--- config.mk ---
export PLATFORM = sky130hd
export DESIGN_NAME = pollard_rho_divisor_finder_flat
export DESIGN_NICKNAME = d
export VERILOG_FILES = /design/src/hw/rtl/prdf_pkg.sv /design/src/hw/rtl/prdf_if.sv /design/src/hw/rtl/prdf_dpath.sv /design/src/hw/rtl/prdf_ctrl.sv /design/src/hw/rtl/pollard_rho_divisor_finder.sv /design/src/flat_wrapper.sv
export SDC_FILE = /design/constraint.sdc
export NUM_CORES = 2
export LEC_CHECK = 0
export BUFFER_PORTS_ARGS = -buffer_cell sky130_fd_sc_hd__buf_2
export CAP_MARGIN = 10
export CORE_MARGIN = 3
export CORE_UTILIZATION = 30
export CTS_CLUSTER_DIAMETER = 120
export DETAILED_ROUTE_END_ITERATION = 7
export PLACE_DENSITY = 0.47
export SKIP_CTS_REPAIR_TIMING = 1
export SLEW_MARGIN = 20
export SYNTH_ARGS = -nofsm -noshare
export SYNTH_HDL_FRONTEND = slang
export SYNTH_HIERARCHICAL = 1
export SYNTH_SLANG_ARGS = --single-unit
--- constraint.sdc ---
create_clock -name i_clk -period 15.75 [get_ports i_clk]
set_input_delay 1.575 -clock i_clk [delete_from_list [all_inputs] [get_ports i_clk]]
set_output_delay 1.575 -clock i_clk [all_outputs]
set_load 0.005 [all_outputs]
--- src/hw/rtl/prdf_pkg.sv ---
`default_nettype none
// ----------------------------------------------------------------------------
// prdf_pkg: shared types and constants of the Pollard rho divisor finder
// Number width, operation codes between controller and datapath, the status
// codes of a result and the table of Miller-Rabin witness bases.
// ----------------------------------------------------------------------------
package prdf_pkg;

    localparam int NUM_WIDTH = 64;
    localparam int CNT_W     = $clog2(NUM_WIDTH);
    localparam int IN_W      = 64;
    localparam int DIV_CNT_W = $clog2(IN_W);
    localparam int OUT_W     = 64;

    localparam int BATCH_W = 11;
    localparam logic [BATCH_W-1:0] BATCH_RESET = 11'd128;
    localparam logic [BATCH_W-1:0] BATCH_MAX   = 11'd1024;

    localparam int NUM_BASES = 12;
    localparam int BIDX_W    = 4;
    localparam int BASE_W    = 6;

    typedef enum logic [1:0] {
        ST_PRIME   = 2'd0,
        ST_FACTOR  = 2'd1,
        ST_RETRY   = 2'd2,
        ST_INVALID = 2'd3
    } t_status;

    typedef enum logic [4:0] {
        OP_NONE,
        OP_MOD_BASE,
        OP_MOD_C,
        OP_MR_INIT,
        OP_SHIFT_D,
        OP_X_ONE,
        OP_SQ_X,
        OP_MUL_XB,
        OP_X_FROM_MM,
        OP_RHO_INIT,
        OP_SQ_T,
        OP_ADDC_T,
        OP_SQ_H,
        OP_ADDC_H,
        OP_MUL_P,
        OP_TAKE_Q,
        OP_GCD_INIT,
        OP_GCD_STEP,
        OP_GCD_SWAP,
        OP_EMIT_INVALID,
        OP_EMIT_FOUR,
        OP_EMIT_PRIME,
        OP_EMIT_FACTOR,
        OP_EMIT_RETRY
    } t_op;

    typedef struct packed {
        t_op               op;
        logic [BIDX_W-1:0] base_idx;
        logic [CNT_W-1:0]  bit_idx;
    } t_cmd;

    typedef struct packed {
        logic busy;
        logic n_lt2;
        logic n_eq4;
        logic rem_zero;
        logic n_eq_base;
        logic d_lsb;
        logic d_bit;
        logic x_eq1;
        logic x_eq_nm1;
        logic t_eq_h;
        logic q_zero;
        logic gb_zero;
        logic ga_gt1;
        logic out_free;
    } t_sts;

    typedef enum logic [4:0] {
        S_IDLE,
        S_CHECK,
        S_TRIAL,
        S_TRIAL_W,
        S_MR_INIT,
        S_TWOS,
        S_BASE,
        S_POW_SQ,
        S_POW_SQ_W,
        S_POW_MUL,
        S_POW_MUL_W,
        S_POW_NEXT,
        S_MR_CHK,
        S_SQ_LOOP,
        S_SQ_W,
        S_SQ_CHK,
        S_BASE_NEXT,
        S_RHO_C,
        S_RHO_C_W,
        S_BATCH,
        S_STEP,
        S_T_W,
        S_H1,
        S_H1_W,
        S_H2,
        S_H2_W,
        S_CMP,
        S_P_W,
        S_GCD_INIT,
        S_GCD,
        S_GCD_W,
        S_GCD_END
    } t_state;

    // Witness bases 2 through 37, also used for trial division.
    function automatic logic [BASE_W-1:0] mr_base(input logic [BIDX_W-1:0] idx);
        logic [BASE_W-1:0] b;
        begin
            case (idx)
                4'd0:    b = 6'd2;
                4'd1:    b = 6'd3;
                4'd2:    b = 6'd5;
                4'd3:    b = 6'd7;
                4'd4:    b = 6'd11;
                4'd5:    b = 6'd13;
                4'd6:    b = 6'd17;
                4'd7:    b = 6'd19;
                4'd8:    b = 6'd23;
                4'd9:    b = 6'd29;
                4'd10:   b = 6'd31;
                4'd11:   b = 6'd37;
                default: b = 6'd37;
            endcase
            return b;
        end
    endfunction

endpackage
`default_nettype wire

--- src/hw/rtl/prdf_if.sv ---
`default_nettype none
// ----------------------------------------------------------------------------
// prdf_in_if / prdf_out_if: valid-ready channels of the divisor finder
// One beat moves when valid and ready are both high at a rising edge.
// ----------------------------------------------------------------------------
interface prdf_in_if;
    logic                        valid;
    logic                        ready;
    logic [prdf_pkg::IN_W-1:0]   number;
    logic [prdf_pkg::IN_W-1:0]   increment;

    modport source (output valid, output number, output increment, input ready);
    modport sink   (input valid, input number, input increment, output ready);
endinterface

interface prdf_out_if;
    logic                        valid;
    logic                        ready;
    logic [prdf_pkg::OUT_W-1:0]  divisor;
    logic [1:0]                  status;

    modport source (output valid, output divisor, output status, input ready);
    modport sink   (input valid, input divisor, input status, output ready);
endinterface
`default_nettype wire

--- src/hw/rtl/prdf_dpath.sv ---
`default_nettype none
// ----------------------------------------------------------------------------
// prdf_dpath: datapath of the divisor finder
// Operand registers, a bit-serial modular multiplier, a bit-serial remainder
// unit and the result register, all driven by controller commands.
// ----------------------------------------------------------------------------
module prdf_dpath (
    input  wire logic                          i_clk,
    input  wire logic                          i_rst_n,
    input  wire logic                          i_load,
    input  wire logic [prdf_pkg::IN_W-1:0]     i_number,
    input  wire logic [prdf_pkg::IN_W-1:0]     i_increment,
    input  wire prdf_pkg::t_cmd                i_cmd,
    output prdf_pkg::t_sts                     o_sts,
    output logic                               o_out_valid,
    input  wire logic                          i_out_ready,
    output logic [prdf_pkg::OUT_W-1:0]         o_divisor,
    output prdf_pkg::t_status                  o_status
);

    localparam int W    = prdf_pkg::NUM_WIDTH;
    localparam int CW   = prdf_pkg::CNT_W;
    localparam int IW   = prdf_pkg::IN_W;
    localparam int DCW  = prdf_pkg::DIV_CNT_W;
    localparam int OW   = prdf_pkg::OUT_W;

    function automatic logic [W-1:0] add_mod(input logic [W-1:0] a, input logic [W-1:0] b,
                                             input logic [W-1:0] n);
        logic [W:0] s;
        begin
            s = {1'b0, a} + {1'b0, b};
            if (s >= {1'b0, n}) s = s - {1'b0, n};
            return s[W-1:0];
        end
    endfunction

    logic [W-1:0]  r_n, r_c, r_d, r_x, r_t, r_h, r_p, r_ga, r_gb;
    logic [IW-1:0] r_craw;

    logic          r_mm_busy, r_mm_phase;
    logic [CW-1:0] r_mm_cnt;
    logic [W-1:0]  r_mm_a, r_mm_b, r_mm_acc;

    logic           r_dv_busy;
    logic [DCW-1:0] r_dv_cnt;
    logic [IW-1:0]  r_dv_a;
    logic [W-1:0]   r_dv_b, r_dv_rem;

    logic              r_out_valid;
    logic [OW-1:0]     r_divisor;
    prdf_pkg::t_status r_status;

    logic [W-1:0] base_w, diff;
    logic [W:0]   dv_trial;
    logic         out_free;

    assign base_w   = W'(prdf_pkg::mr_base(i_cmd.base_idx));
    assign diff     = (r_t > r_h) ? (r_t - r_h) : (r_h - r_t);
    assign dv_trial = {r_dv_rem, r_dv_a[IW-1]};
    assign out_free = !r_out_valid || i_out_ready;

    // Operand registers and command decode.
    always_ff @(posedge i_clk) begin
        if (i_load) begin
            r_n    <= i_number[W-1:0];
            r_craw <= i_increment;
        end
        case (i_cmd.op)
            prdf_pkg::OP_MR_INIT:   r_d <= r_n - W'(1);
            prdf_pkg::OP_SHIFT_D:   r_d <= r_d >> 1;
            prdf_pkg::OP_X_ONE:     r_x <= W'(1);
            prdf_pkg::OP_X_FROM_MM: r_x <= r_mm_acc;
            prdf_pkg::OP_RHO_INIT: begin
                r_c <= r_dv_rem;
                r_t <= '0;
                r_h <= '0;
                r_p <= W'(1);
            end
            prdf_pkg::OP_ADDC_T:   r_t <= add_mod(r_mm_acc, r_c, r_n);
            prdf_pkg::OP_ADDC_H:   r_h <= add_mod(r_mm_acc, r_c, r_n);
            prdf_pkg::OP_TAKE_Q:   r_p <= r_mm_acc;
            prdf_pkg::OP_GCD_INIT: begin
                r_ga <= r_p;
                r_gb <= r_n;
            end
            prdf_pkg::OP_GCD_SWAP: begin
                r_ga <= r_gb;
                r_gb <= r_dv_rem;
            end
            default: ;
        endcase
    end

    // Modular multiplier: double-and-add over b from its top bit; each bit doubles the accumulator, then adds a if set.
    always_ff @(posedge i_clk) begin
        if (!i_rst_n) begin
            r_mm_busy <= 1'b0;
        end else if (r_mm_busy) begin
            r_mm_phase <= !r_mm_phase;
            if (!r_mm_phase) begin
                r_mm_acc <= add_mod(r_mm_acc, r_mm_acc, r_n);
            end else begin
                if (r_mm_b[W-1]) r_mm_acc <= add_mod(r_mm_acc, r_mm_a, r_n);
                r_mm_b   <= r_mm_b << 1;
                r_mm_cnt <= r_mm_cnt - CW'(1);
                if (r_mm_cnt == '0) r_mm_busy <= 1'b0;
            end
        end else begin
            case (i_cmd.op)
                prdf_pkg::OP_SQ_X, prdf_pkg::OP_MUL_XB, prdf_pkg::OP_SQ_T,
                prdf_pkg::OP_SQ_H, prdf_pkg::OP_MUL_P: begin
                    r_mm_busy  <= 1'b1;
                    r_mm_phase <= 1'b0;
                    r_mm_cnt   <= CW'(W - 1);
                    r_mm_acc   <= '0;
                end
                default: ;
            endcase
            case (i_cmd.op)
                prdf_pkg::OP_SQ_X: begin
                    r_mm_a <= r_x;
                    r_mm_b <= r_x;
                end
                prdf_pkg::OP_MUL_XB: begin
                    r_mm_a <= base_w;
                    r_mm_b <= r_x;
                end
                prdf_pkg::OP_SQ_T: begin
                    r_mm_a <= r_t;
                    r_mm_b <= r_t;
                end
                prdf_pkg::OP_SQ_H: begin
                    r_mm_a <= r_h;
                    r_mm_b <= r_h;
                end
                prdf_pkg::OP_MUL_P: begin
                    r_mm_a <= r_p;
                    r_mm_b <= diff;
                end
                default: ;
            endcase
        end
    end

    // Remainder unit: restoring division, one dividend bit per cycle.
    always_ff @(posedge i_clk) begin
        if (!i_rst_n) begin
            r_dv_busy <= 1'b0;
        end else if (r_dv_busy) begin
            if (dv_trial >= {1'b0, r_dv_b}) begin
                r_dv_rem <= W'(dv_trial - {1'b0, r_dv_b});
            end else begin
                r_dv_rem <= dv_trial[W-1:0];
            end
            r_dv_a   <= r_dv_a << 1;
            r_dv_cnt <= r_dv_cnt - DCW'(1);
            if (r_dv_cnt == '0) r_dv_busy <= 1'b0;
        end else begin
            case (i_cmd.op)
                prdf_pkg::OP_MOD_BASE, prdf_pkg::OP_MOD_C, prdf_pkg::OP_GCD_STEP: begin
                    r_dv_busy <= 1'b1;
                    r_dv_cnt  <= DCW'(IW - 1);
                    r_dv_rem  <= '0;
                end
                default: ;
            endcase
            case (i_cmd.op)
                prdf_pkg::OP_MOD_BASE: begin
                    r_dv_a <= IW'(r_n);
                    r_dv_b <= base_w;
                end
                prdf_pkg::OP_MOD_C: begin
                    r_dv_a <= r_craw;
                    r_dv_b <= r_n;
                end
                prdf_pkg::OP_GCD_STEP: begin
                    r_dv_a <= IW'(r_ga);
                    r_dv_b <= r_gb;
                end
                default: ;
            endcase
        end
    end

    // Result register; a new result may replace one taken in the same cycle.
    always_ff @(posedge i_clk) begin
        if (!i_rst_n) begin
            r_out_valid <= 1'b0;
        end else begin
            if (i_out_ready) r_out_valid <= 1'b0;
            case (i_cmd.op)
                prdf_pkg::OP_EMIT_INVALID: begin
                    r_out_valid <= 1'b1;
                    r_divisor   <= '0;
                    r_status    <= prdf_pkg::ST_INVALID;
                end
                prdf_pkg::OP_EMIT_FOUR: begin
                    r_out_valid <= 1'b1;
                    r_divisor   <= OW'(2);
                    r_status    <= prdf_pkg::ST_FACTOR;
                end
                prdf_pkg::OP_EMIT_PRIME: begin
                    r_out_valid <= 1'b1;
                    r_divisor   <= OW'(r_n);
                    r_status    <= prdf_pkg::ST_PRIME;
                end
                prdf_pkg::OP_EMIT_FACTOR: begin
                    r_out_valid <= 1'b1;
                    r_divisor   <= OW'(r_ga);
                    r_status    <= prdf_pkg::ST_FACTOR;
                end
                prdf_pkg::OP_EMIT_RETRY: begin
                    r_out_valid <= 1'b1;
                    r_divisor   <= '0;
                    r_status    <= prdf_pkg::ST_RETRY;
                end
                default: ;
            endcase
        end
    end

    always_comb begin
        o_sts.busy      = r_mm_busy || r_dv_busy;
        o_sts.n_lt2     = r_n < W'(2);
        o_sts.n_eq4     = r_n == W'(4);
        o_sts.rem_zero  = r_dv_rem == '0;
        o_sts.n_eq_base = r_n == base_w;
        o_sts.d_lsb     = r_d[0];
        o_sts.d_bit     = r_d[i_cmd.bit_idx];
        o_sts.x_eq1     = r_x == W'(1);
        o_sts.x_eq_nm1  = r_x == (r_n - W'(1));
        o_sts.t_eq_h    = r_t == r_h;
        o_sts.q_zero    = r_mm_acc == '0;
        o_sts.gb_zero   = r_gb == '0;
        o_sts.ga_gt1    = r_ga > W'(1);
        o_sts.out_free  = out_free;
    end

    assign o_out_valid = r_out_valid;
    assign o_divisor   = r_divisor;
    assign o_status    = r_status;

    a_mm_reduced: assert property (@(posedge i_clk) disable iff (!i_rst_n)
        ($fell(r_mm_busy) && $past(i_rst_n)) |-> (r_mm_acc < r_n))
        else $error("multiplier result not reduced");

    a_one_unit: assert property (@(posedge i_clk) disable iff (!i_rst_n)
        !(r_mm_busy && r_dv_busy))
        else $error("multiplier and remainder unit busy together");

endmodule
`default_nettype wire

--- src/hw/rtl/prdf_ctrl.sv ---
`default_nettype none
// ----------------------------------------------------------------------------
// prdf_ctrl: sequencer of the divisor finder
// Runs trial division, Miller-Rabin, the rho walk and the gcd by issuing
// commands to the datapath; holds the batch length register and loop counters.
// ----------------------------------------------------------------------------
module prdf_ctrl (
    input  wire logic                              i_clk,
    input  wire logic                              i_rst_n,
    input  wire logic                              i_in_valid,
    output logic                                   o_in_ready,
    input  wire logic                              i_cfg_we,
    input  wire logic [prdf_pkg::BATCH_W-1:0]      i_cfg_data,
    input  wire prdf_pkg::t_sts                    i_sts,
    output prdf_pkg::t_cmd                         o_cmd
);

    localparam int CW = prdf_pkg::CNT_W;
    localparam int BW = prdf_pkg::BATCH_W;
    localparam int IW = prdf_pkg::BIDX_W;

    prdf_pkg::t_state r_state, n_state;
    prdf_pkg::t_op    r_emit, n_emit;
    logic [IW-1:0]    r_bidx, n_bidx;
    logic [CW-1:0]    r_k, n_k, r_s, n_s, r_j, n_j;
    logic [BW-1:0]    r_bcnt, n_bcnt;
    logic [BW-1:0]    r_batch_len;
    logic [BW-1:0]    len;
    logic             last_base;

    always_comb begin
        if (r_batch_len == '0)                      len = BW'(1);
        else if (r_batch_len > prdf_pkg::BATCH_MAX) len = prdf_pkg::BATCH_MAX;
        else                                        len = r_batch_len;
    end

    assign last_base = r_bidx == IW'(prdf_pkg::NUM_BASES - 1);

    always_ff @(posedge i_clk) begin
        if (!i_rst_n) begin
            r_state     <= prdf_pkg::S_IDLE;
            r_batch_len <= prdf_pkg::BATCH_RESET;
            r_bcnt      <= '0;
        end else begin
            r_state <= n_state;
            r_bcnt  <= n_bcnt;
            if (i_cfg_we) r_batch_len <= i_cfg_data;
        end
    end

    always_ff @(posedge i_clk) begin
        r_emit <= n_emit;
        r_bidx <= n_bidx;
        r_k    <= n_k;
        r_s    <= n_s;
        r_j    <= n_j;
    end

    always_comb begin
        n_state    = r_state;
        n_emit     = r_emit;
        n_bidx     = r_bidx;
        n_k        = r_k;
        n_s        = r_s;
        n_j        = r_j;
        n_bcnt     = r_bcnt;
        o_in_ready = 1'b0;
        o_cmd.op       = prdf_pkg::OP_NONE;
        o_cmd.base_idx = r_bidx;
        o_cmd.bit_idx  = r_k;

        case (r_state)
            prdf_pkg::S_IDLE: begin
                o_in_ready = 1'b1;
                if (i_in_valid) n_state = prdf_pkg::S_CHECK;
            end
            prdf_pkg::S_CHECK: begin
                if (i_sts.n_lt2) begin
                    n_emit = prdf_pkg::OP_EMIT_INVALID; n_state = prdf_pkg::S_GCD_END;
                end else if (i_sts.n_eq4) begin
                    n_emit = prdf_pkg::OP_EMIT_FOUR; n_state = prdf_pkg::S_GCD_END;
                end else begin
                    n_bidx  = '0;
                    n_state = prdf_pkg::S_TRIAL;
                end
            end
            prdf_pkg::S_TRIAL: begin
                o_cmd.op = prdf_pkg::OP_MOD_BASE;
                n_state  = prdf_pkg::S_TRIAL_W;
            end
            prdf_pkg::S_TRIAL_W: begin
                if (!i_sts.busy) begin
                    if (i_sts.rem_zero) begin
                        if (i_sts.n_eq_base) begin
                            n_emit = prdf_pkg::OP_EMIT_PRIME; n_state = prdf_pkg::S_GCD_END;
                        end else begin
                            n_state = prdf_pkg::S_RHO_C;
                        end
                    end else if (last_base) begin
                        n_state = prdf_pkg::S_MR_INIT;
                    end else begin
                        n_bidx  = r_bidx + IW'(1);
                        n_state = prdf_pkg::S_TRIAL;
                    end
                end
            end
            prdf_pkg::S_MR_INIT: begin
                o_cmd.op = prdf_pkg::OP_MR_INIT;
                n_s      = '0;
                n_state  = prdf_pkg::S_TWOS;
            end
            prdf_pkg::S_TWOS: begin
                if (!i_sts.d_lsb) begin
                    o_cmd.op = prdf_pkg::OP_SHIFT_D;
                    n_s      = r_s + CW'(1);
                end else begin
                    n_bidx  = '0;
                    n_state = prdf_pkg::S_BASE;
                end
            end
            prdf_pkg::S_BASE: begin
                o_cmd.op = prdf_pkg::OP_X_ONE;
                n_k      = CW'(prdf_pkg::NUM_WIDTH - 1);
                n_state  = prdf_pkg::S_POW_SQ;
            end
            prdf_pkg::S_POW_SQ: begin
                if (i_sts.x_eq1) begin
                    n_state = prdf_pkg::S_POW_MUL;
                end else begin
                    o_cmd.op = prdf_pkg::OP_SQ_X;
                    n_state  = prdf_pkg::S_POW_SQ_W;
                end
            end
            prdf_pkg::S_POW_SQ_W: begin
                if (!i_sts.busy) begin
                    o_cmd.op = prdf_pkg::OP_X_FROM_MM;
                    n_state  = prdf_pkg::S_POW_MUL;
                end
            end
            prdf_pkg::S_POW_MUL: begin
                if (i_sts.d_bit) begin
                    o_cmd.op = prdf_pkg::OP_MUL_XB;
                    n_state  = prdf_pkg::S_POW_MUL_W;
                end else begin
                    n_state = prdf_pkg::S_POW_NEXT;
                end
            end
            prdf_pkg::S_POW_MUL_W: begin
                if (!i_sts.busy) begin
                    o_cmd.op = prdf_pkg::OP_X_FROM_MM;
                    n_state  = prdf_pkg::S_POW_NEXT;
                end
            end
            prdf_pkg::S_POW_NEXT: begin
                if (r_k == '0) begin
                    n_state = prdf_pkg::S_MR_CHK;
                end else begin
                    n_k     = r_k - CW'(1);
                    n_state = prdf_pkg::S_POW_SQ;
                end
            end
            prdf_pkg::S_MR_CHK: begin
                if (i_sts.x_eq1 || i_sts.x_eq_nm1) begin
                    n_state = prdf_pkg::S_BASE_NEXT;
                end else begin
                    n_j     = CW'(1);
                    n_state = prdf_pkg::S_SQ_LOOP;
                end
            end
            prdf_pkg::S_SQ_LOOP: begin
                if (r_j >= r_s) begin
                    n_state = prdf_pkg::S_RHO_C;
                end else begin
                    o_cmd.op = prdf_pkg::OP_SQ_X;
                    n_state  = prdf_pkg::S_SQ_W;
                end
            end
            prdf_pkg::S_SQ_W: begin
                if (!i_sts.busy) begin
                    o_cmd.op = prdf_pkg::OP_X_FROM_MM;
                    n_j      = r_j + CW'(1);
                    n_state  = prdf_pkg::S_SQ_CHK;
                end
            end
            prdf_pkg::S_SQ_CHK: begin
                n_state = i_sts.x_eq_nm1 ? prdf_pkg::S_BASE_NEXT : prdf_pkg::S_SQ_LOOP;
            end
            prdf_pkg::S_BASE_NEXT: begin
                if (last_base) begin
                    n_emit = prdf_pkg::OP_EMIT_PRIME; n_state = prdf_pkg::S_GCD_END;
                end else begin
                    n_bidx  = r_bidx + IW'(1);
                    n_state = prdf_pkg::S_BASE;
                end
            end
            prdf_pkg::S_RHO_C: begin
                o_cmd.op = prdf_pkg::OP_MOD_C;
                n_state  = prdf_pkg::S_RHO_C_W;
            end
            prdf_pkg::S_RHO_C_W: begin
                if (!i_sts.busy) begin
                    o_cmd.op = prdf_pkg::OP_RHO_INIT;
                    n_state  = prdf_pkg::S_BATCH;
                end
            end
            prdf_pkg::S_BATCH: begin
                n_bcnt  = '0;
                n_state = prdf_pkg::S_STEP;
            end
            prdf_pkg::S_STEP: begin
                if (r_bcnt >= len) begin
                    n_state = prdf_pkg::S_GCD_INIT;
                end else begin
                    o_cmd.op = prdf_pkg::OP_SQ_T;
                    n_state  = prdf_pkg::S_T_W;
                end
            end
            prdf_pkg::S_T_W: begin
                if (!i_sts.busy) begin
                    o_cmd.op = prdf_pkg::OP_ADDC_T;
                    n_state  = prdf_pkg::S_H1;
                end
            end
            prdf_pkg::S_H1: begin
                o_cmd.op = prdf_pkg::OP_SQ_H;
                n_state  = prdf_pkg::S_H1_W;
            end
            prdf_pkg::S_H1_W: begin
                if (!i_sts.busy) begin
                    o_cmd.op = prdf_pkg::OP_ADDC_H;
                    n_state  = prdf_pkg::S_H2;
                end
            end
            prdf_pkg::S_H2: begin
                o_cmd.op = prdf_pkg::OP_SQ_H;
                n_state  = prdf_pkg::S_H2_W;
            end
            prdf_pkg::S_H2_W: begin
                if (!i_sts.busy) begin
                    o_cmd.op = prdf_pkg::OP_ADDC_H;
                    n_bcnt   = r_bcnt + BW'(1);
                    n_state  = prdf_pkg::S_CMP;
                end
            end
            prdf_pkg::S_CMP: begin
                if (i_sts.t_eq_h) begin
                    n_state = prdf_pkg::S_GCD_INIT;
                end else begin
                    o_cmd.op = prdf_pkg::OP_MUL_P;
                    n_state  = prdf_pkg::S_P_W;
                end
            end
            prdf_pkg::S_P_W: begin
                if (!i_sts.busy) begin
                    if (i_sts.q_zero) begin
                        n_state = prdf_pkg::S_GCD_INIT;
                    end else begin
                        o_cmd.op = prdf_pkg::OP_TAKE_Q;
                        n_state  = prdf_pkg::S_STEP;
                    end
                end
            end
            prdf_pkg::S_GCD_INIT: begin
                o_cmd.op = prdf_pkg::OP_GCD_INIT;
                n_emit   = prdf_pkg::OP_NONE;
                n_state  = prdf_pkg::S_GCD;
            end
            prdf_pkg::S_GCD: begin
                if (i_sts.gb_zero) begin
                    if (i_sts.ga_gt1) begin
                        n_emit = prdf_pkg::OP_EMIT_FACTOR; n_state = prdf_pkg::S_GCD_END;
                    end else if (i_sts.t_eq_h) begin
                        n_emit = prdf_pkg::OP_EMIT_RETRY; n_state = prdf_pkg::S_GCD_END;
                    end else begin
                        n_state = prdf_pkg::S_BATCH;
                    end
                end else begin
                    o_cmd.op = prdf_pkg::OP_GCD_STEP;
                    n_state  = prdf_pkg::S_GCD_W;
                end
            end
            prdf_pkg::S_GCD_W: begin
                if (!i_sts.busy) begin
                    o_cmd.op = prdf_pkg::OP_GCD_SWAP;
                    n_state  = prdf_pkg::S_GCD;
                end
            end
            prdf_pkg::S_GCD_END: begin
                // Hand the decided result to the output register once it is free.
                if (i_sts.out_free) begin
                    o_cmd.op = r_emit;
                    n_state  = prdf_pkg::S_IDLE;
                end
            end
            default: n_state = prdf_pkg::S_IDLE;
        endcase
    end

    a_emit_free: assert property (@(posedge i_clk) disable iff (!i_rst_n)
        (o_cmd.op == prdf_pkg::OP_EMIT_INVALID || o_cmd.op == prdf_pkg::OP_EMIT_FOUR ||
         o_cmd.op == prdf_pkg::OP_EMIT_PRIME || o_cmd.op == prdf_pkg::OP_EMIT_FACTOR ||
         o_cmd.op == prdf_pkg::OP_EMIT_RETRY) |-> i_sts.out_free)
        else $error("result issued while output register is occupied");

    a_no_cmd_busy: assert property (@(posedge i_clk) disable iff (!i_rst_n)
        i_sts.busy |-> (o_cmd.op == prdf_pkg::OP_NONE))
        else $error("command issued while an arithmetic unit is busy");

    a_bcnt_range: assert property (@(posedge i_clk) disable iff (!i_rst_n)
        (r_state == prdf_pkg::S_STEP) |-> (r_bcnt <= len))
        else $error("batch counter beyond batch length");

endmodule
`default_nettype wire

--- src/hw/rtl/pollard_rho_divisor_finder.sv ---
`default_nettype none
// ----------------------------------------------------------------------------
// pollard_rho_divisor_finder: finds a nontrivial divisor of a 64-bit number
// Trial division, deterministic Miller-Rabin, then batched Pollard rho.
// ----------------------------------------------------------------------------
// Usage. The input channel i_in takes one beat carrying number and increment;
// the output channel o_out returns exactly one beat per input beat, carrying
// divisor and status (0 prime, 1 factor, 2 retry when the walk closes with no factor, 3 invalid).
// The block works on one item at a time: i_in.ready is high only while the
// sequencer is idle. A finished result sits in the output register, so the
// next item is accepted while that result still waits to be taken; the new
// item's result is only written once the register is free.
// Cost. Each modular multiply runs on the shared double-and-add unit, each
// remainder on the restoring divider. Invalid numbers and four skip both
// units; trial division adds up to 12 remainders; Miller-Rabin costs up to
// 12 bases * 64 bits * 2 multiplies in the exponentiations, plus the final
// squarings. Each rho step is four multiplies, and each batch adds a gcd of
// up to roughly 95 remainder steps. The multiplier is the unit that sets the
// rate. Reset (i_rst_n low at a clock edge) returns the sequencer to idle,
// drops any pending result and sets batch_length to 128. The batch length
// register is written through i_cfg_we / i_cfg_data; the user must write it
// only while the block is idle, as the block itself does not enforce this.
// ----------------------------------------------------------------------------
module pollard_rho_divisor_finder (
    input  wire logic                          i_clk,
    input  wire logic                          i_rst_n,
    prdf_in_if.sink                            i_in,
    prdf_out_if.source                         o_out,
    input  wire logic                          i_cfg_we,
    input  wire logic [prdf_pkg::BATCH_W-1:0]  i_cfg_data
);

    prdf_pkg::t_cmd    cmd;
    prdf_pkg::t_sts    sts;
    prdf_pkg::t_status out_status;
    logic              in_ready;
    logic              in_accept;

    // A beat is taken only in the idle state of the sequencer.
    assign i_in.ready = in_ready;
    assign in_accept  = i_in.valid && in_ready;

    prdf_ctrl u_ctrl (
        .i_clk      (i_clk),
        .i_rst_n    (i_rst_n),
        .i_in_valid (i_in.valid),
        .o_in_ready (in_ready),
        .i_cfg_we   (i_cfg_we),
        .i_cfg_data (i_cfg_data),
        .i_sts      (sts),
        .o_cmd      (cmd)
    );

    prdf_dpath u_dpath (
        .i_clk       (i_clk),
        .i_rst_n     (i_rst_n),
        .i_load      (in_accept),
        .i_number    (i_in.number),
        .i_increment (i_in.increment),
        .i_cmd       (cmd),
        .o_sts       (sts),
        .o_out_valid (o_out.valid),
        .i_out_ready (o_out.ready),
        .o_divisor   (o_out.divisor),
        .o_status    (out_status)
    );

    assign o_out.status = out_status;

endmodule
`default_nettype wire

--- src/flat_wrapper.sv ---
// flat-port wrapper written by rule: the top's interface ports become plain ports
module pollard_rho_divisor_finder_flat 
  (i_clk, i_rst_n, i_cfg_we, i_cfg_data, i_in_valid, i_in_number, i_in_increment, i_in_ready, o_out_valid, o_out_divisor, o_out_status, o_out_ready);
  prdf_in_if i_in_i ();
  prdf_out_if o_out_i ();
  input  wire logic i_clk;
  input  wire logic i_rst_n;
  input  wire logic i_cfg_we;
  input  wire logic [prdf_pkg::BATCH_W-1:0] i_cfg_data;
  input wire logic [$bits(i_in_i.valid)-1:0] i_in_valid;
  input wire logic [$bits(i_in_i.number)-1:0] i_in_number;
  input wire logic [$bits(i_in_i.increment)-1:0] i_in_increment;
  output wire logic [$bits(i_in_i.ready)-1:0] i_in_ready;
  output wire logic [$bits(o_out_i.valid)-1:0] o_out_valid;
  output wire logic [$bits(o_out_i.divisor)-1:0] o_out_divisor;
  output wire logic [$bits(o_out_i.status)-1:0] o_out_status;
  input wire logic [$bits(o_out_i.ready)-1:0] o_out_ready;
  assign i_in_i.valid = i_in_valid;
  assign i_in_i.number = i_in_number;
  assign i_in_i.increment = i_in_increment;
  assign i_in_ready = i_in_i.ready;
  assign o_out_valid = o_out_i.valid;
  assign o_out_divisor = o_out_i.divisor;
  assign o_out_status = o_out_i.status;
  assign o_out_i.ready = o_out_ready;
  pollard_rho_divisor_finder u_core (.i_clk(i_clk), .i_rst_n(i_rst_n), .i_in(i_in_i), .o_out(o_out_i), .i_cfg_we(i_cfg_we), .i_cfg_data(i_cfg_data));
endmodule
==> Yosys cells after proc, flatten, opt, wreduce, memory -nomap -nowiden <==
Memory sizes are Yosys's and may differ from the RTL's. A register that Yosys moved wholly into a read port is not among the register bits.
Index checks and enable logic that the tools add are counted.
{ "op_classes": {"addsub": 17, "order_cmp": 11, "eq_ne": 87, "mux": 123, "bitwise_logic": 2, "n_reduce_logical": 61} }
{ "op_table": {"columns": ["op", "n"], "rows": [
  ["2-to-1 mux 64 bit", 14],
  ["one-hot mux 64 bit (2 select lines)", 7],
  ["one-hot mux 64 bit (4 select lines)", 2],
  ["one-hot mux 64 bit (3 select lines)", 2],
  ["subtractor 64 bit", 6],
  ["one-hot mux 64 bit (5 select lines)", 1],
  [">= comparator 65 x 64 -> 1 bit", 4],
  ["adder 64 x 64 -> 65 bit", 3],
  ["zero test 64 bit", 3],
  ["2-to-1 mux 5 bit", 33],
  ["one-hot mux 5 bit (32 select lines)", 1],
  ["equality test 64 bit", 2],
  ["equality test 5 bit (second input constant)", 24],
  ["one-hot mux 5 bit (20 select lines)", 1],
  ["2-to-1 mux 4 bit", 21],
  ["equality test 5 x 4 -> 1 bit (second input constant)", 16],
  ["equality test 64 x 1 -> 1 bit (second input constant)", 1],
  ["equality test 64 x 3 -> 1 bit (second input constant)", 1],
  ["equality test 64 x 6 -> 1 bit", 1],
  ["> comparator 64 x 1 -> 1 bit (second input constant)", 1],
  ["> comparator 64 bit", 1],
  ["less-than comparator 64 x 2 -> 1 bit (second input constant)", 1],
  ["subtractor 64 x 1 -> 64 bit (second input constant)", 1],
  ["2-to-1 mux 6 bit", 9],
  ["other kinds (44)", 145]
]} }
{ "totals": {"register_bits": 1160, "mem_bits_ro": 96, "input_bits": 144, "output_inout_bits": 68, "wordCells": 335, "memories": 1} }
{ "mem_list": {"columns": ["name", "words", "word_bits", "rd", "rd_ports_with_merged_regs", "write_ports", "line_no", "text"], "rows": [
  ["(name not given)", 16, 6, 1, 1, 0, "prdf_pkg.sv:119", "case (idx)"]
]} }

==> Longest topological paths before layout <==
{ "logic_depth": {"depth_word": 10, "mapped_depth": 28} }

==> Hierarchy <==
Netlist, hierarchy kept.
{ "modules_own_cells": {"columns": ["mod", "n_inst", "cells_each", "area_per_inst_um2"], "rows": [
  ["prdf_dpath", 1, 8470, 80329.5],
  ["prdf_ctrl", 1, 470, 3878.7],
  ["pollard_rho_divisor_finder", 1, 1, 6.3]
]} }

==> Worst setup path after synthesis <==
OpenSTA, ideal clock, no wires.
{ "synth_path": {"kind": "reg2reg", "from": "reg u_core.u_ctrl.r_k[0]", "to": "reg u_core.u_dpath.r_ga[0] (data pin)", "arrival_ps": 14025, "t_required_ps": 15490, "path_slack_ps": 1465, "stages_incl_launch_ff": 16, "n_path_buf": 5, "cell_sequence": "edfxtp_1 -> clkbuf_1 -> buf_1 -> mux4_2 -> mux4_2 -> mux4_2 -> nand2_1 -> o21ai_0 -> nand2_1 -> nand4_1 -> clkbuf_1 -> nor3_1 -> nand2_1 -> clkbuf_1 -> clkbuf_1 -> mux2_2"} }
{ "synth_rtl": {"columns": ["element", "line_no", "text"], "rows": [
  ["start, declared", "prdf_ctrl.sv:25", "logic [CW-1:0] r_k, n_k, r_s, n_s, r_j, n_j;"],
  ["start signal, assigned", "prdf_ctrl.sv:54", "r_k <= n_k;"],
  ["end signal, assigned", "prdf_dpath.sv:83", "r_ga <= r_p;"],
  ["end signal, assigned", "prdf_dpath.sv:87", "r_ga <= r_gb;"],
  ["end, declared", "prdf_dpath.sv:37", "logic [W-1:0] r_n, r_c, r_d, r_x, r_t, r_h, r_p, r_ga, r_gb;"]
]} }

==> Worst setup path in the final report <==
{ "layout_path": {"from": "reg u_core.u_dpath.r_mm_acc[1]", "to": "reg u_core.u_dpath.r_t[40] (data pin)"} }
{ "layout_via": {"elab_chain_len": 6, "word_cells_on_any_way": 11, "cone_classes": "add/sub: 2; order compare: 1; eq/ne: 2; mux: 5; reduce/logical: 1"} }
{ "layout_lines": {"columns": ["element", "line_no", "text"], "rows": [
  ["start, declared", "prdf_dpath.sv:42", "logic [W-1:0] r_mm_a, r_mm_b, r_mm_acc;"],
  ["start signal, assigned", "prdf_dpath.sv:101", "r_mm_acc <= add_mod(r_mm_acc, r_mm_acc, r_n);"],
  ["start signal, assigned", "prdf_dpath.sv:103", "if (r_mm_b[W-1]) r_mm_acc <= add_mod(r_mm_acc, r_mm_a, r_n);"],
  ["parallel branches: the longest is 5 deep, another holds adder 64 x 64 -> 65 bit", null, null],
  ["one-hot mux 64 bit (2 select lines) *", "prdf_dpath.sv:68", "case (i_cmd.op)"],
  ["end signal, assigned", "prdf_dpath.sv:79", "prdf_pkg::OP_ADDC_T: r_t <= add_mod(r_mm_acc, r_c, r_n);"],
  ["end, declared", "prdf_dpath.sv:37", null]
]} }
Mark *: on every way between the ends.
A chain may end at the register's enable or synchronous reset.

==> flow_summary.ini <==
[worst_setup_path]
endpoint_kind = register
cell_with_the_most_instances_on_the_worst_path = inv_1
timing.critical_path.cells = inv_1 -> fa_1 -> nand2b_1 -> a21o_1 -> a21oi_1 -> o2111ai_1 -> o221ai_1 -> a21bo_2 -> a31oi_1 -> o21a_1 -> o21ai_0 -> a21oi_1 -> xor2_1 -> inv_1 -> ha_1 -> and3_1 -> nand4_1 -> nor4_1 -> nand2_1 -> o21a_1 -> o311a_4 -> inv_1 -> mux2i_1 -> nor2_1
worstPathArrival_ps = 9810
sort_of_element_at_the_start_of_the_critical_path = register
r2r-start = u_core/u_dpath/r_mm_acc[1]$_SDFFCE_PN0P_
crit_buf_inv = 3
cpMaxStageDelayCell = nor4_1
path_delay_family = compound AO/OA/AOI/OAI gates
timing.setup.critical_path_class = reg2reg
worstSetupStartpoint = u_core/u_dpath/r_mm_acc[1]$_SDFFCE_PN0P_
worstPathRequired_ps = 16280
critical_path.max_stage_delay_ps = 1050
largest_fanout_on_the_critical_path = 47

[sta]
post-route-period-util_pct = 59.0
setup_viol = 0
finalSetupTns_ps = 0
worst_slew_pin_slew_ps = 1250
timing.max_slew.rel_slack_pct = 16.4
grt_setup_unrepaired = no
timing.fmax_ghz = 0.108
finClkSkew_ps = 84.6
maxSlewViolCount = 0
timing.final.crit_period_ps = 9290
timing_hold_violations_final = 0

[place]
number_of_cells_after_detailed_placement = 12600
place.port_buffers = 211
dp_hpwl_um = 336000
place_congestion = 0.991

[routing]
drc_violation_count_after_routing = 0
drt-pass1-iter-count = 6
drt_wl_total_um = 420000
via_per_inst = 5.91
vias = 75900
ant_nets = 0
route.detailed.wl_per_inst_um = 32.7
initialDrtViolationCount = 9222

[synthesis]
synthArstFlopShare_pct = 0
synthDistinctLibCells = 97
synth.area.top_cells = edfxtp_1 (40%), ha_1 (8.0%), a21oi_1 (5.8%)
synth_top_area_share_pct = 40.3
synth_top_flop_cell = edfxtp_1
netlist.top_cell.by_area = edfxtp_1
synth_sequential_area_ratio_pct = 41.0
postSynthNetCount = 9634
ys_warn_count = 6
synth_seq_cells = 1159
synth.cell_area_sq_um = 84200
synth_enable_flop_cells = 1129
post_synth.cell_area_avg_sq_um = 9.42
syn_inst = 8941

[global_routing]
via_count_of_the_first_global_routing_pass = 73500
grt_max_degree = 132
globalRouteOverflowTotal = 0
grt_first_pass_wirelength_um = 574000
initial_antenna_violation_count = 66
grt_overall_usage_pct = 28.1

[clocking]
sinks_on_clock_net = 1159
tritoncts_clock_tree = yes
clock_pin_slew_worst_setup_and_hold_paths_ps = 50
clk_latency_worst_skew_pair_ps = 860
ctsRootBufferMaster = clkbuf_16
cts-buffers-inserted = 158
cts.path.max_buffers = 4
clock_tree.htree_level_count = 4

[hold_path]
holdCritStartpoint = u_core/u_dpath/r_mm_b[11]$_DFFE_PP_
worst_hold_path_type = reg2reg

[flow_run]
max-cap-violations = 0

[layout]
n_fill_cell = 28500
most-common-layout-cells = edfxtp_1 (1129), a21oi_1 (967), nor2_1 (793), nand2_1 (559), ha_1 (541)
finish.net_count = 9703
final_common_cell = edfxtp_1
drive_gt1_share_pct = 9.83
area_growth_syn_to_layout_pct = 12.5
final_cells = 12800

[power]
p_total_mw = 12.9
p_leak_nw = 36.5
worst_ir_drop_vdd_uv = 110
power_per_cell_area_nw_per_um2 = 136

[floorplanning]
die_x_um = 536
design.core.area_sq_um = 278000
die_height_um = 536
pin_count = 212
die_area_sq_um = 287000
placementRows = 193
floorplan.initialDensity_pct = 30.3

[status]
outcome = complete, no violations
-- power breakdown --
part	internal, mW	switching (mW)
registers	3.87	0.387
logic	1.70	3.44
clock network	2.03	1.49
total	7.59	5.31
-- per-stage QoR --
stage                     cell area [sq um]  utilization, %  hold slack, ps  setup slack [ps]
after detailed placement              89900            32.3             505              6640
after floorplan                       84200               -             461              1470
after global placement                89800            32.3             488              6670
final                                 94800            34.1             519              6460
after CTS                             94700            34.1             514              6590
after global routing                  94700            34.1             534              6360
-- state kept, by name (all words and copies together), names as in the netlist, 11 cells and up --
| register | cells |
|---|---|
| u_core/u_dpath/r_t | 64 |
| u_core/u_dpath/r_mm_acc | 64 |
| u_core/u_ctrl/r_batch_len | 11 |
| u_core/u_dpath/r_dv_rem | 64 |
| u_core/u_dpath/r_dv_a | 64 |
| u_core/u_dpath/o_divisor | 64 |
| u_core/u_dpath/r_d | 64 |
| u_core/u_dpath/r_c | 64 |
| u_core/u_dpath/r_craw | 64 |
| u_core/u_dpath/r_x | 64 |
| u_core/u_dpath/r_h | 64 |
| u_core/u_dpath/r_mm_a | 64 |
| u_core/u_ctrl/r_bcnt | 11 |
| u_core/u_dpath/r_gb | 64 |
| u_core/u_dpath/r_mm_b | 64 |
| u_core/u_dpath/r_p | 64 |
| u_core/u_dpath/r_n | 64 |
| u_core/u_dpath/r_dv_b | 64 |
| u_core/u_dpath/r_ga | 64 |
-- path summary, 6_finish.rpt --
kind	endpoint	slack (ps)	cells after the start
worst max register to register	u_core/u_dpath/r_t[40]$_SDFFCE_PN0P_	6460	24
worst min-delay path	u_core/u_dpath/r_mm_b[12]$_DFFE_PP_	520	1
worst min register to register	u_core/u_dpath/r_mm_b[12]$_DFFE_PP_	520	1
worst max-delay path	u_core/u_dpath/r_t[40]$_SDFFCE_PN0P_	6460	24
-- cell type report --
cell class                 count  area, sq um  area share [%]
tap                         3705         4640            4.89
sequential                  1159        34500            36.4
multi-input combinational   6834        46500            49.0
inverter                     449         1690            1.78
antenna                       19         47.5          0.0502
timing repair buffer         408         2590            2.74
clock inverter                78          688           0.726
clock buffer                 191         4160            4.39
-- logic make-up (layout without fill, tap and decap cells) --
| family | after synthesis | after routing | share of synthesized area (%) |
|---|---|---|---|
| compound gates | 2957 | 2957 | 22.5 |
| xor+xnor | 565 | 565 | 5.90 |
| mux | 279 | 279 | 3.83 |
| other cells | 0 | 19 | 0 |
| simple gates | 2484 | 2484 | 14.2 |
| fa+ha+maj | 549 | 549 | 8.23 |
| flops | 1159 | 1159 | 41.0 |
| buf+inv | 948 | 1126 | 4.33 |
-- Yosys cell counts, types with 139 or more instances --
cell type  number
ha_1          541
a21oi_1       971
nand4_1       182
xor2_1        192
inv_1         445
nor3_1        139
o21ai_0       513
clkbuf_1      424
edfxtp_1     1129
a22o_1        175
a21o_1        267
o21a_1        141
nand2_1       562
nor2_1        807
xnor2_1       370
-- routing by layer --
layer / vias up / global-route usage [%] / wire length, um
li1: 33700 / - / -
met1: 38100 / 38.9 / 183000
met2: 3469 / 43.9 / 185000
met3: 600 / 4.40 / 33100
met4: 6 / 11.0 / 18500
met5: - / 0 / 38
Power figures use the tool's default switching activity.
